File: config.mk
export PLATFORM = sky130hd
export DESIGN_NAME = horspool_substring_search_unit
export DESIGN_NICKNAME = d
export VERILOG_FILES = /design/src/rtl/hsss_pkg.sv /design/src/rtl/horspool_substring_search_unit.sv /design/src/rtl/hsss_datapath.sv /design/src/rtl/hsss_ctrl.sv
export SDC_FILE = /design/constraint.sdc
export NUM_CORES = 2
export LEC_CHECK = 0
export BUFFER_PORTS_ARGS = -buffer_cell sky130_fd_sc_hd__buf_4
export CAP_MARGIN = 20
export CORE_MARGIN = 1.5
export CORE_UTILIZATION = 51
export CTS_CLUSTER_DIAMETER = 60
export DETAILED_ROUTE_END_ITERATION = 7
export PLACE_DENSITY = 0.66
export RECOVER_POWER = 25
export SYNTH_ARGS = -nofsm -noshare
export SYNTH_HDL_FRONTEND = slang
export SYNTH_SLANG_ARGS = --single-unit
File: constraint.sdc
create_clock -name clk -period 14.45 [get_ports clk]
set_input_delay 3.6125 -clock clk [delete_from_list [all_inputs] [get_ports clk]]
set_output_delay 3.6125 -clock clk [all_outputs]
set_load 0.1 [all_outputs]
File: src/rtl/hsss_pkg.sv
`default_nettype none

package hsss_pkg;

	localparam int ALPHABET = 256;
	localparam int BYTE_W   = 8;

	// controller states
	typedef enum logic [2:0] {
		ST_IDLE,
		ST_INIT,
		ST_BUILD_RD,
		ST_BUILD_WR,
		ST_CMP_RD,
		ST_CMP_CHK,
		ST_SH_RD,
		ST_SH_ADD
	} state_t;

	// datapath commands, one per cycle
	typedef enum logic [3:0] {
		DP_NONE,
		DP_LOAD,
		DP_INIT,
		DP_BUILD_RD,
		DP_BUILD_WR,
		DP_CMP_RD,
		DP_CMP_STEP,
		DP_TEXT_TAIL,
		DP_SHIFT_LOOK,
		DP_SHIFT_ADD,
		DP_FINISH_HIT,
		DP_FINISH_MISS
	} dp_op_t;

	// datapath status back to the controller
	typedef struct packed {
		logic m_gt_n;
		logic lastp_zero;
		logic build_last;
		logic eq;
		logic k_zero;
		logic past_end;
	} dp_status_t;

endpackage

`default_nettype wire

File: src/rtl/horspool_substring_search_unit.sv
// channel  | signals                                      | handshake
// ---------+----------------------------------------------+--------------------------
// input    | command, data_byte, last_byte                | taken when start & !busy
// result   | found, match_position, capacity_exceeded     | valid while done is high
//
// a text byte or a non-final pattern byte is taken without raising busy
// a final pattern byte starts a search: an init step, a read and a write per pattern
// byte but the last to build the shift table, then per window a read, a compare per
// character and a lookup and an add when the window shifts; done pulses in the first cycle with busy low
// reset clears lengths and flags and starts a new text; memories keep no reset
// results are shown for one cycle only, the receiver cannot stall them
`default_nettype none

module horspool_substring_search_unit
	import hsss_pkg::*;
#(
	parameter int TEXT_MAX = 256,
	parameter int PAT_MAX  = 32
) (
	input  wire logic              clk,
	input  wire logic              arst_n,
	input  wire logic              start,
	output logic                   busy,
	input  wire logic              command,
	input  wire logic [BYTE_W-1:0] data_byte,
	input  wire logic              last_byte,
	output logic                   done,
	output logic                   found,
	output logic [BYTE_W-1:0]      match_position,
	output logic                   capacity_exceeded
);

	dp_op_t     op;
	dp_status_t status;

	// sequencer
	hsss_ctrl u_ctrl (
		.clk       (clk),
		.arst_n    (arst_n),
		.start     (start),
		.command   (command),
		.last_byte (last_byte),
		.status    (status),
		.busy      (busy),
		.op        (op)
	);

	// buffers, shift table and compare logic
	hsss_datapath #(
		.TEXT_MAX (TEXT_MAX),
		.PAT_MAX  (PAT_MAX)
	) u_dp (
		.clk               (clk),
		.arst_n            (arst_n),
		.op                (op),
		.command           (command),
		.data_byte         (data_byte),
		.last_byte         (last_byte),
		.status            (status),
		.done              (done),
		.found             (found),
		.match_position    (match_position),
		.capacity_exceeded (capacity_exceeded)
	);

endmodule

`default_nettype wire

File: src/rtl/hsss_datapath.sv
`default_nettype none

module hsss_datapath
	import hsss_pkg::*;
#(
	parameter int TEXT_MAX = 256,
	parameter int PAT_MAX  = 32
) (
	input  wire logic              clk,
	input  wire logic              arst_n,
	input  wire dp_op_t            op,
	input  wire logic              command,
	input  wire logic [BYTE_W-1:0] data_byte,
	input  wire logic              last_byte,
	output dp_status_t             status,
	output logic                   done,
	output logic                   found,
	output logic [BYTE_W-1:0]      match_position,
	output logic                   capacity_exceeded
);

	localparam int LW  = $clog2(TEXT_MAX + 1);
	localparam int AW  = $clog2(TEXT_MAX);
	localparam int PLW = $clog2(PAT_MAX + 1);
	localparam int PAW = (PAT_MAX > 1) ? $clog2(PAT_MAX) : 1;
	localparam int EW  = ((LW > PLW) ? LW : PLW) + 2;

	logic [BYTE_W-1:0] text_mem  [TEXT_MAX];
	logic [BYTE_W-1:0] pat_mem   [PAT_MAX];
	logic [PLW-1:0]    shift_mem [ALPHABET];

	logic [LW-1:0]       tlen_q;
	logic                tovf_q;
	logic                tnew_q;
	logic [PLW-1:0]      plen_q;
	logic                povf_q;
	logic [PAW-1:0]      i_q;
	logic [PAW-1:0]      k_q;
	logic [LW-1:0]       off_q;
	logic [ALPHABET-1:0] sh_vld_q;

	logic [BYTE_W-1:0] text_rd_q;
	logic [BYTE_W-1:0] pat_rd_q;
	logic [PLW-1:0]    sh_rd_q;
	logic              sh_vld_rd_q;

	logic              done_q;
	logic              found_q;
	logic [BYTE_W-1:0] pos_q;
	logic              cap_q;

	logic [LW-1:0]        teff;
	logic                 text_ok;
	logic                 pat_ok;
	logic [PLW-1:0]       lastp_w;
	logic [PAW-1:0]       lastp_a;
	logic [PAW-1:0]       k_dec;
	logic [PAW-1:0]       k_sel;
	logic [EW-1:0]        taddr_e;
	logic [AW-1:0]        text_raddr;
	logic [PAW-1:0]       pat_raddr;
	logic [PLW-1:0]       shift_val;
	logic [EW-1:0]        next_off_e;
	logic [LW+BYTE_W-1:0] off_ext;

	// load bookkeeping
	assign teff    = tnew_q ? '0 : tlen_q;
	assign text_ok = EW'(teff) < EW'(TEXT_MAX);
	assign pat_ok  = EW'(plen_q) < EW'(PAT_MAX);

	// pattern geometry
	assign lastp_w = plen_q - PLW'(1);
	assign lastp_a = lastp_w[PAW-1:0];
	assign k_dec   = k_q - PAW'(1);

	// text read address
	always_comb begin
		case (op)
			DP_CMP_STEP:  k_sel = k_dec;
			DP_TEXT_TAIL: k_sel = lastp_a;
			default:      k_sel = k_q;
		endcase
	end
	assign taddr_e    = EW'(off_q) + EW'(k_sel);
	assign text_raddr = taddr_e[AW-1:0];

	// pattern read address
	always_comb begin
		case (op)
			DP_BUILD_RD: pat_raddr = i_q;
			DP_CMP_STEP: pat_raddr = k_dec;
			default:     pat_raddr = k_q;
		endcase
	end

	// shift for the current window, entries not set by the pattern give m
	assign shift_val  = sh_vld_rd_q ? sh_rd_q : plen_q;
	assign next_off_e = EW'(off_q) + EW'(shift_val);
	assign off_ext    = {{BYTE_W{1'b0}}, off_q};

	// status to the controller
	always_comb begin
		status.m_gt_n     = EW'(plen_q) > EW'(tlen_q);
		status.lastp_zero = lastp_w == '0;
		status.build_last = (PLW'(i_q) + PLW'(1)) == lastp_w;
		status.eq         = pat_rd_q == text_rd_q;
		status.k_zero     = k_q == '0;
		status.past_end   = (next_off_e + EW'(plen_q)) > EW'(tlen_q);
	end

	// text memory
	always_ff @(posedge clk) begin
		if (op == DP_LOAD && !command && text_ok) begin
			text_mem[teff[AW-1:0]] <= data_byte;
		end
		text_rd_q <= text_mem[text_raddr];
	end

	// pattern memory
	always_ff @(posedge clk) begin
		if (op == DP_LOAD && command && pat_ok) begin
			pat_mem[plen_q[PAW-1:0]] <= data_byte;
		end
		pat_rd_q <= pat_mem[pat_raddr];
	end

	// bad-character shift memory
	always_ff @(posedge clk) begin
		if (op == DP_BUILD_WR) begin
			shift_mem[pat_rd_q] <= lastp_w - PLW'(i_q);
		end
		sh_rd_q     <= shift_mem[text_rd_q];
		sh_vld_rd_q <= sh_vld_q[text_rd_q];
	end

	// lengths, search indexes and result registers
	always_ff @(posedge clk or negedge arst_n) begin
		if (!arst_n) begin
			tlen_q   <= '0;
			tovf_q   <= 1'b0;
			tnew_q   <= 1'b1;
			plen_q   <= '0;
			povf_q   <= 1'b0;
			i_q      <= '0;
			k_q      <= '0;
			off_q    <= '0;
			sh_vld_q <= '0;
			done_q   <= 1'b0;
			found_q  <= 1'b0;
			pos_q    <= '0;
			cap_q    <= 1'b0;
		end else begin
			done_q <= 1'b0;
			case (op) inside
				DP_LOAD: begin
					if (!command) begin
						tnew_q <= last_byte;
						if (tnew_q) begin
							tovf_q <= 1'b0;
						end
						if (text_ok) begin
							tlen_q <= teff + LW'(1);
						end else begin
							tovf_q <= 1'b1;
						end
					end else if (pat_ok) begin
						plen_q <= plen_q + PLW'(1);
					end else begin
						povf_q <= 1'b1;
					end
				end
				DP_INIT: begin
					i_q      <= '0;
					off_q    <= '0;
					k_q      <= lastp_a;
					sh_vld_q <= '0;
				end
				DP_BUILD_WR: begin
					i_q                <= i_q + PAW'(1);
					sh_vld_q[pat_rd_q] <= 1'b1;
				end
				DP_CMP_STEP: begin
					k_q <= k_dec;
				end
				DP_SHIFT_ADD: begin
					off_q <= next_off_e[LW-1:0];
					k_q   <= lastp_a;
				end
				DP_FINISH_HIT, DP_FINISH_MISS: begin
					done_q  <= 1'b1;
					found_q <= op == DP_FINISH_HIT;
					pos_q   <= (op == DP_FINISH_HIT) ? off_ext[BYTE_W-1:0] : '0;
					cap_q   <= tovf_q | povf_q;
					plen_q  <= '0;
					povf_q  <= 1'b0;
				end
				default: begin
				end
			endcase
		end
	end

	assign done              = done_q;
	assign found             = found_q;
	assign match_position    = pos_q;
	assign capacity_exceeded = cap_q;

endmodule

`default_nettype wire

File: src/rtl/hsss_ctrl.sv
`default_nettype none

module hsss_ctrl
	import hsss_pkg::*;
(
	input  wire logic       clk,
	input  wire logic       arst_n,
	input  wire logic       start,
	input  wire logic       command,
	input  wire logic       last_byte,
	input  wire dp_status_t status,
	output logic            busy,
	output dp_op_t          op
);

	state_t state_q;
	state_t state_d;

	// state register
	always_ff @(posedge clk or negedge arst_n) begin
		if (!arst_n) begin
			state_q <= ST_IDLE;
		end else begin
			state_q <= state_d;
		end
	end

	// next state
	always_comb begin
		state_d = state_q;
		unique case (state_q)
			ST_IDLE: begin
				if (start && command && last_byte) begin
					state_d = ST_INIT;
				end
			end
			ST_INIT: begin
				if (status.m_gt_n) begin
					state_d = ST_IDLE;
				end else if (status.lastp_zero) begin
					state_d = ST_CMP_RD;
				end else begin
					state_d = ST_BUILD_RD;
				end
			end
			ST_BUILD_RD: state_d = ST_BUILD_WR;
			ST_BUILD_WR: begin
				state_d = status.build_last ? ST_CMP_RD : ST_BUILD_RD;
			end
			ST_CMP_RD: state_d = ST_CMP_CHK;
			ST_CMP_CHK: begin
				if (status.eq && status.k_zero) begin
					state_d = ST_IDLE;
				end else if (!status.eq) begin
					state_d = ST_SH_RD;
				end
			end
			ST_SH_RD: state_d = ST_SH_ADD;
			ST_SH_ADD: begin
				state_d = status.past_end ? ST_IDLE : ST_CMP_RD;
			end
			default: state_d = ST_IDLE;
		endcase
	end

	// datapath command
	always_comb begin
		op = DP_NONE;
		unique case (state_q)
			ST_IDLE: begin
				if (start) begin
					op = DP_LOAD;
				end
			end
			ST_INIT:     op = status.m_gt_n ? DP_FINISH_MISS : DP_INIT;
			ST_BUILD_RD: op = DP_BUILD_RD;
			ST_BUILD_WR: op = DP_BUILD_WR;
			ST_CMP_RD:   op = DP_CMP_RD;
			ST_CMP_CHK: begin
				if (status.eq && status.k_zero) begin
					op = DP_FINISH_HIT;
				end else if (status.eq) begin
					op = DP_CMP_STEP;
				end else begin
					op = DP_TEXT_TAIL;
				end
			end
			ST_SH_RD:  op = DP_SHIFT_LOOK;
			ST_SH_ADD: op = status.past_end ? DP_FINISH_MISS : DP_SHIFT_ADD;
			default:   op = DP_NONE;
		endcase
	end

	assign busy = state_q != ST_IDLE;

endmodule

`default_nettype wire

# --- After elaboration in Yosys (flattened, before gate mapping) ---
# Memory sizes are Yosys's and may differ from the RTL's. A register that Yosys moved wholly into a read port is not among the register bits.
# Cells that the tools add are included.
word_totals:
  register_bits: 308
  mem_count: 3
  mem_bits_rw: 3840
memory_table:
  columns: ["memory", "depth", "word_bits", "read_ports", "rd_clocked_by_memory_dff", "wr", "line_no", "source"]
  rows:
  - ["u_dp.text_mem", 256, 8, 1, 1, 1, "hsss_datapath.sv:28", "logic [BYTE_W-1:0] text_mem [TEXT_MAX];"]
  - ["u_dp.shift_mem", 256, 6, 1, 1, 1, "hsss_datapath.sv:30", "logic [PLW-1:0] shift_mem [ALPHABET];"]
  - ["u_dp.pat_mem", 32, 8, 1, 1, 1, "hsss_datapath.sv:29", "logic [BYTE_W-1:0] pat_mem [PAT_MAX];"]
op_classes:
  mux: 65
  eq_ne: 30
  add_sub_neg: 10
  magnitude_cmp: 7
  n_bitwise: 8
  reduce_logical: 28
ops:
  columns: ["operator", "n"]
  rows:
  - ["256-bit 2-to-1 mux", 2]
  - ["256-bit OR", 1]
  - ["6-bit 2-to-1 mux", 9]
  - ["9-bit 2-to-1 mux", 5]
  - ["4-bit one-hot mux with 8 select lines", 1]
  - ["5-bit 2-to-1 mux", 6]
  - ["1-bit 2-to-1 mux", 26]
  - ["3-bit one-hot mux with 8 select lines", 1]
  - ["3-bit 2-to-1 mux", 7]
  - ["5-bit one-hot mux with 2 select lines", 2]
  - ["8-bit by 9-bit < comparator with 1-bit output, second input constant", 2]
  - ["2-bit by 1-bit != test with 1-bit output, second input constant", 8]
  - ["7-bit AND reduction", 2]
  - ["3-bit == test, second input constant", 4]
  - ["4-bit by 3-bit == test with 1-bit output, second input constant", 3]
  - ["4-bit == test, second input constant", 3]
  - ["11-bit by 6-bit adder with 11-bit output", 1]
  - ["11-bit by 9-bit > comparator with 1-bit output", 1]
  - ["9-bit by 6-bit adder with 10-bit output", 1]
  - ["9-bit by 1-bit adder with 9-bit output, second input constant", 1]
  - ["6-bit by 9-bit > comparator with 1-bit output", 1]
  - ["9-bit < comparator, second input constant", 1]
  - ["3-bit AND reduction", 3]
  - ["8-bit by 5-bit adder with 8-bit output", 1]
  - ["other kinds (34)", 56]

# --- Logic depth before layout (Yosys ltp) ---
logic_depth:
  word_depth: 14
  ltp_mapped: 28

# --- Hierarchy ---
# A second synthesis with hierarchy kept.
hier_totals:
  cells_unflattened: 8524
  area_unflattened_um2: 164940.7
by_module_without_submodules:
  columns: ["mod", "area_per_inst_um2", "n_inst", "seq_area_each_um2", "cells_per_inst"]
  rows:
  - ["hsss_datapath", 164616.6, 1, 123379.6, 8484]
  - ["hsss_ctrl", 324.1, 1, 75.1, 40]

# --- Worst setup path after synthesis ---
# Ideal clock, no wire load.
synth_timing:
  path_type: "reg-to-reg"
  from: "register u_dp.plen_q[0]"
  to: "memory u_dp.shift_mem[0][5] (netlist bit) (data pin)"
  path_buffers: 0
  stages_incl_launch_ff: 10
  synth_period_minus_slack_ns: 10.645
  path_slack_ns: 3.805
  arrival_ns: 8.998
  path_cell_list: "dfrtp_1 inv_1 ha_1 inv_1 ha_1 a21o_1 a21oi_1 o21bai_1 a21oi_1 xnor2_1"
synth_via:
  elab_chain_cells: 2
synth_lines:
  columns: ["item", "line_no", "source"]
  rows:
  - ["from (decl)", "hsss_datapath.sv:35", "logic [PLW-1:0] plen_q;"]
  - ["from (signal assigned)", "hsss_datapath.sv:167", "plen_q <= plen_q + PLW'(1);"]
  - ["6-bit by 1-bit subtractor with 6-bit output", "hsss_datapath.sv:72", "assign lastp_w = plen_q - PLW'(1);"]
  - ["6-bit by 5-bit subtractor with 6-bit output", "hsss_datapath.sv:130", "shift_mem[pat_rd_q] <= lastp_w - PLW'(i_q);"]
  - ["to (decl)", "hsss_datapath.sv:30", null]
# Every way passes these cells.

# --- Worst setup path after layout ---
layout_timing:
  from: "register u_dp.plen_q[0]"
  to: "memory u_dp.shift_mem[176][0] (netlist bit) (data pin)"
# Same word-level chain as after synthesis.

==> results.yml <==
sta:
  setup_ws_ns: 5.34
  drv_slew: 1602
  tightest_slew_ns: 6.52
  relSlewSlack_pct: -337
  max_freq_mhz: 110
  rsz0062_at_grt: "false"
  min_period_ns: 9.11
  period_share_pct: 63.1
  fin_tns_setup_ns: 0
  fin_skew_ns: 0.0599
  hold_viol_final: 0
  setup_violations: 0
clock_network:
  path_clk_slew_ns: 0.06
  clk_latency_ns: 0.97
  cts-root-buf: "clkbuf_16"
  postCtsHoldBufs: 0
  cts_tree: "done"
  cts.htree.levels: 5
  cts.sinks: 4170
  ctsResizeCount: 0
  numCtsBuffers: 414
  post_cts_buffers: 0
  clk_path_buf_depth: 4
detailed_routing:
  drt_iter0_drc: 9641
  dr.pass1.iters: 6
  vias_per_cell: 6.30
  finalWirelength_um: 386000
  route.detailed.drc: 0
  ant_nets: 0
  wire_per_inst_um: 31.0
  vias: 78400
placed_design:
  dp_hpwl_um: 224000
  gp_congestion: 0.845
  portBuffers: 24
  place_ws_ns: 5.08
  dpl_cell_area_mm2: 0.169
global_route:
  track_usage_pct: 23.7
  grt_pass1_vias: 79100
  grt_pass1_wl_um: 558000
  grt_max_degree: 182
  antenna_found_initial: 5
  overflow: 0
critical_path:
  r2r_setup_slack_ns: 5.34
  end_kind: "flop"
  path_class: "flop to flop"
  critPathMaxFanout: 181
  crit_end: "u_dp.shift_mem[176][0]$_DFFE_PP_"
  crit_arrival_ns: 9.29
  worstPathRequired_ns: 14.63
  reg2reg_depth: 3
  worstReg2RegStart: "u_dp.plen_q[0]$_DFFE_PN0P_"
  crit_path_start_kind: "flop"
  slowest_delay_ns: 4.76
  rr_endpoint: "u_dp.shift_mem[176][0]$_DFFE_PP_"
  crit_chain: "ha_1 > clkinvlp_2 > clkbuf_1"
  critPathSlowestCell: "clkinvlp_2"
  startpoint: "u_dp.plen_q[0]$_DFFE_PN0P_"
final_layout:
  fillers: 22800
  seq_area_mm2: 0.123
  multi_input_area_mm2: 0.0386
  fin_nets: 7867
  area_growth_pct: 11.9
  final_layout_size_suffix_gt1_share_pct: 25.7
  fin_util_pct: 57.5
  fin_area_mm2: 0.183
power_and_ir_drop:
  power.switching_mw: 4.67
  p_seq_share_pct: 54.0
  irDropWorstVdd_mv: 0.132
  clockPowerShare_pct: 45.5
  p_int_mw: 19.6
  p_leak_nw: 64.5
  combPwrFrac_pct: 0.5
  switching_share_pct: 19.2
  powerDensity_mw_per_mm2: 132
floorplan:
  ios: 25
  core_area_mm2: 0.319
  die_y_um: 570
  rows: 207
  floorplan.initialDensity_pct: 51.4
  dieArea_mm2: 0.325
  die_w_um: 570
logic_synthesis:
  yosysSeqAreaShare_pct: 75.3
  ys_warn_count: 0
  ys_ff_latch: 4170
  yosys.area.top_type: "edfxtp_1"
  synth_edf_count: 3840
  avgSynthCellArea_um2: 21.4
  synth.cell_area_mm2: 0.164
  synth-async-reset-ratio_pct: 7.36
  ys.flop_type: "edfxtp_1"
  synthCells: 7642
  syn-num-nets: 7711
  synth_top_area_share_pct: 70.4
  synth_area_leaders: "edfxtp_1 (70%), mux4_2 (17%), dfrtp_1 (4.7%)"
  ys_types: 73
status:
  status: "finished, violations left"
  failed_checks: "capacitance limit, slew limit"
flow_run:
  drv_cap: 25
min_path:
  hold_class: "flop to flop"
-- metrics by stage --
step	total power [mW]	hold slack [ns]	std cells
2_1_floorplan	13.4	0.444	7642
3_3_place_gp	13.5	0.453	11600
3_5_place_dp	13.5	0.460	11600
4_1_cts	24.4	0.472	12400
5_1_grt	24.9	0.487	12400
6_report	24.3	0.470	12400
-- how the worst min path moves through the flow --
stage | start | slack (ns) | to | cells past startpoint
finish | u_dp.sh_vld_q[94]$_DFFE_PN0P_ | 0.47 | u_dp.sh_vld_q[94]$_DFFE_PN0P_ | 1
global route | u_dp.sh_vld_q[39]$_DFFE_PN0P_ | 0.49 | u_dp.sh_vld_q[39]$_DFFE_PN0P_ | 1
CTS | u_dp.sh_vld_q[130]$_DFFE_PN0P_ | 0.47 | u_dp.sh_vld_q[130]$_DFFE_PN0P_ | 1
detailed placement | u_dp.sh_vld_q[130]$_DFFE_PN0P_ | 0.46 | u_dp.sh_vld_q[130]$_DFFE_PN0P_ | 1
global placement | u_dp.sh_vld_q[182]$_DFFE_PN0P_ | 0.45 | u_dp.sh_vld_q[182]$_DFFE_PN0P_ | 1
floorplan | u_dp.sh_vld_q[102]$_DFFE_PN0P_ | 0.44 | u_dp.sh_vld_q[102]$_DFFE_PN0P_ | 1
-- per-layer routing --
metal / global-route usage [%] / wire, µm / vias to the layer above / part of all wire, %
met5: 0 / 13 / - / 0.0034
met4: 7.19 / 12000 / 2 / 3.1
met3: 3.88 / 29700 / 630 / 7.7
met2: 38.7 / 192000 / 3515 / 50
met1: 33.2 / 152000 / 42100 / 40
li1: - / - / 32100 / -
-- sequential cells by signal, indices dropped and copies added, names as in the netlist, 3 cells and up --
name,flops
u_ctrl.state_q,3
u_dp.i_q,5
u_dp.k_q,5
u_dp.match_position,8
u_dp.off_q,9
u_dp.pat_mem,256
u_dp.pat_rd_q,8
u_dp.plen_q,6
u_dp.sh_rd_q,6
u_dp.sh_vld_q,256
u_dp.shift_mem,1536
u_dp.text_mem,2048
u_dp.text_rd_q,8
u_dp.tlen_q,9
-- power groups by stage --
stage	registers, mW	logic [mW]	clock network (mW)
2_1_floorplan	13.4	0.000305	0
3_3_place_gp	13.4	0.120	0
3_5_place_dp	13.4	0.130	0
4_1_cts	13.1	0.130	11.2
5_1_grt	13.1	0.142	11.6
6_report	13.1	0.129	11.0
-- cell usage after synthesis (6+ instances only) --
| library cell | n |
|---|---|
| a211oi_1 | 7 |
| a21o_1 | 277 |
| a21oi_1 | 53 |
| a221oi_1 | 7 |
| a22o_1 | 8 |
| a22oi_1 | 26 |
| a31oi_1 | 9 |
| a32oi_1 | 8 |
| and3_1 | 13 |
| buf_1 | 63 |
| buf_2 | 88 |
| clkbuf_1 | 292 |
| dfrtp_1 | 306 |
| dfxtp_1 | 23 |
| edfxtp_1 | 3840 |
| ha_1 | 52 |
| inv_1 | 42 |
| mux2i_1 | 83 |
| mux4_2 | 1259 |
| nand2_1 | 168 |
| nand2b_1 | 9 |
| nand3_1 | 149 |
| nand4_1 | 9 |
| nor2_1 | 580 |
| nor2b_1 | 12 |
| nor3_1 | 20 |
| nor4_1 | 6 |
| o211ai_1 | 42 |
| o21a_1 | 6 |
| o21ai_0 | 47 |
| o221ai_1 | 9 |
| xnor2_1 | 33 |
| xor2_1 | 13 |
-- worst max-delay path, delay by kind of cell (launching register included) --
kind | cells | cell delay, ns
fa+ha+maj | 1 | 0.41
flops | 1 | 0.56
buf+inv | 2 | 7.16
-- placed cells by master, fill, tap and decap left out, types with 18 or more instances in the layout --
cell,n
a21o_1,277
a21oi_1,53
a22oi_1,26
buf_4,123
buf_6,27
bufinv_16,56
clkbuf_1,115
clkbuf_16,423
clkbuf_8,24
clkinv_1,69
clkinv_2,63
dfrtp_1,306
edfxtp_1,3840
ha_1,51
inv_1,41
mux2i_1,83
mux4_2,1259
nand2_1,164
nand3_1,134
nor2_1,580
nor3_1,18
o211ai_1,42
o21ai_0,47
xnor2_1,26
-- cells by family (layout without fill, tap and decap cells) --
| group | count (synthesis) | count (layout) | share of synthesized area, % |
|---|---|---|---|
| AO/OA/AOI/OAI | 535 | 535 | 2.35 |
| XOR/XNOR | 46 | 46 | 0.246 |
| adder cells (fa/ha/maj) | 56 | 56 | 0.446 |
| buffers and inverters | 493 | 1002 | 1.22 |
| flip-flops | 4170 | 4170 | 75.3 |
| multiplexers | 1346 | 1346 | 17.8 |
| other | 0 | 5 | 0 |
| AND/OR/NAND/NOR | 996 | 996 | 2.56 |
-- layout make-up --
cell class / instances / share of cell area, %
clock buffer: 539 / 6.14
tap: 4284 / 2.92
inverter: 42 / 0.0867
timing repair buffer: 191 / 0.920
sequential: 4170 / 67.3
multi-input combinational: 2979 / 21.1
clock inverter: 230 / 1.50
antenna: 5 / 0.00682
Power figures use the tool's default switching activity.
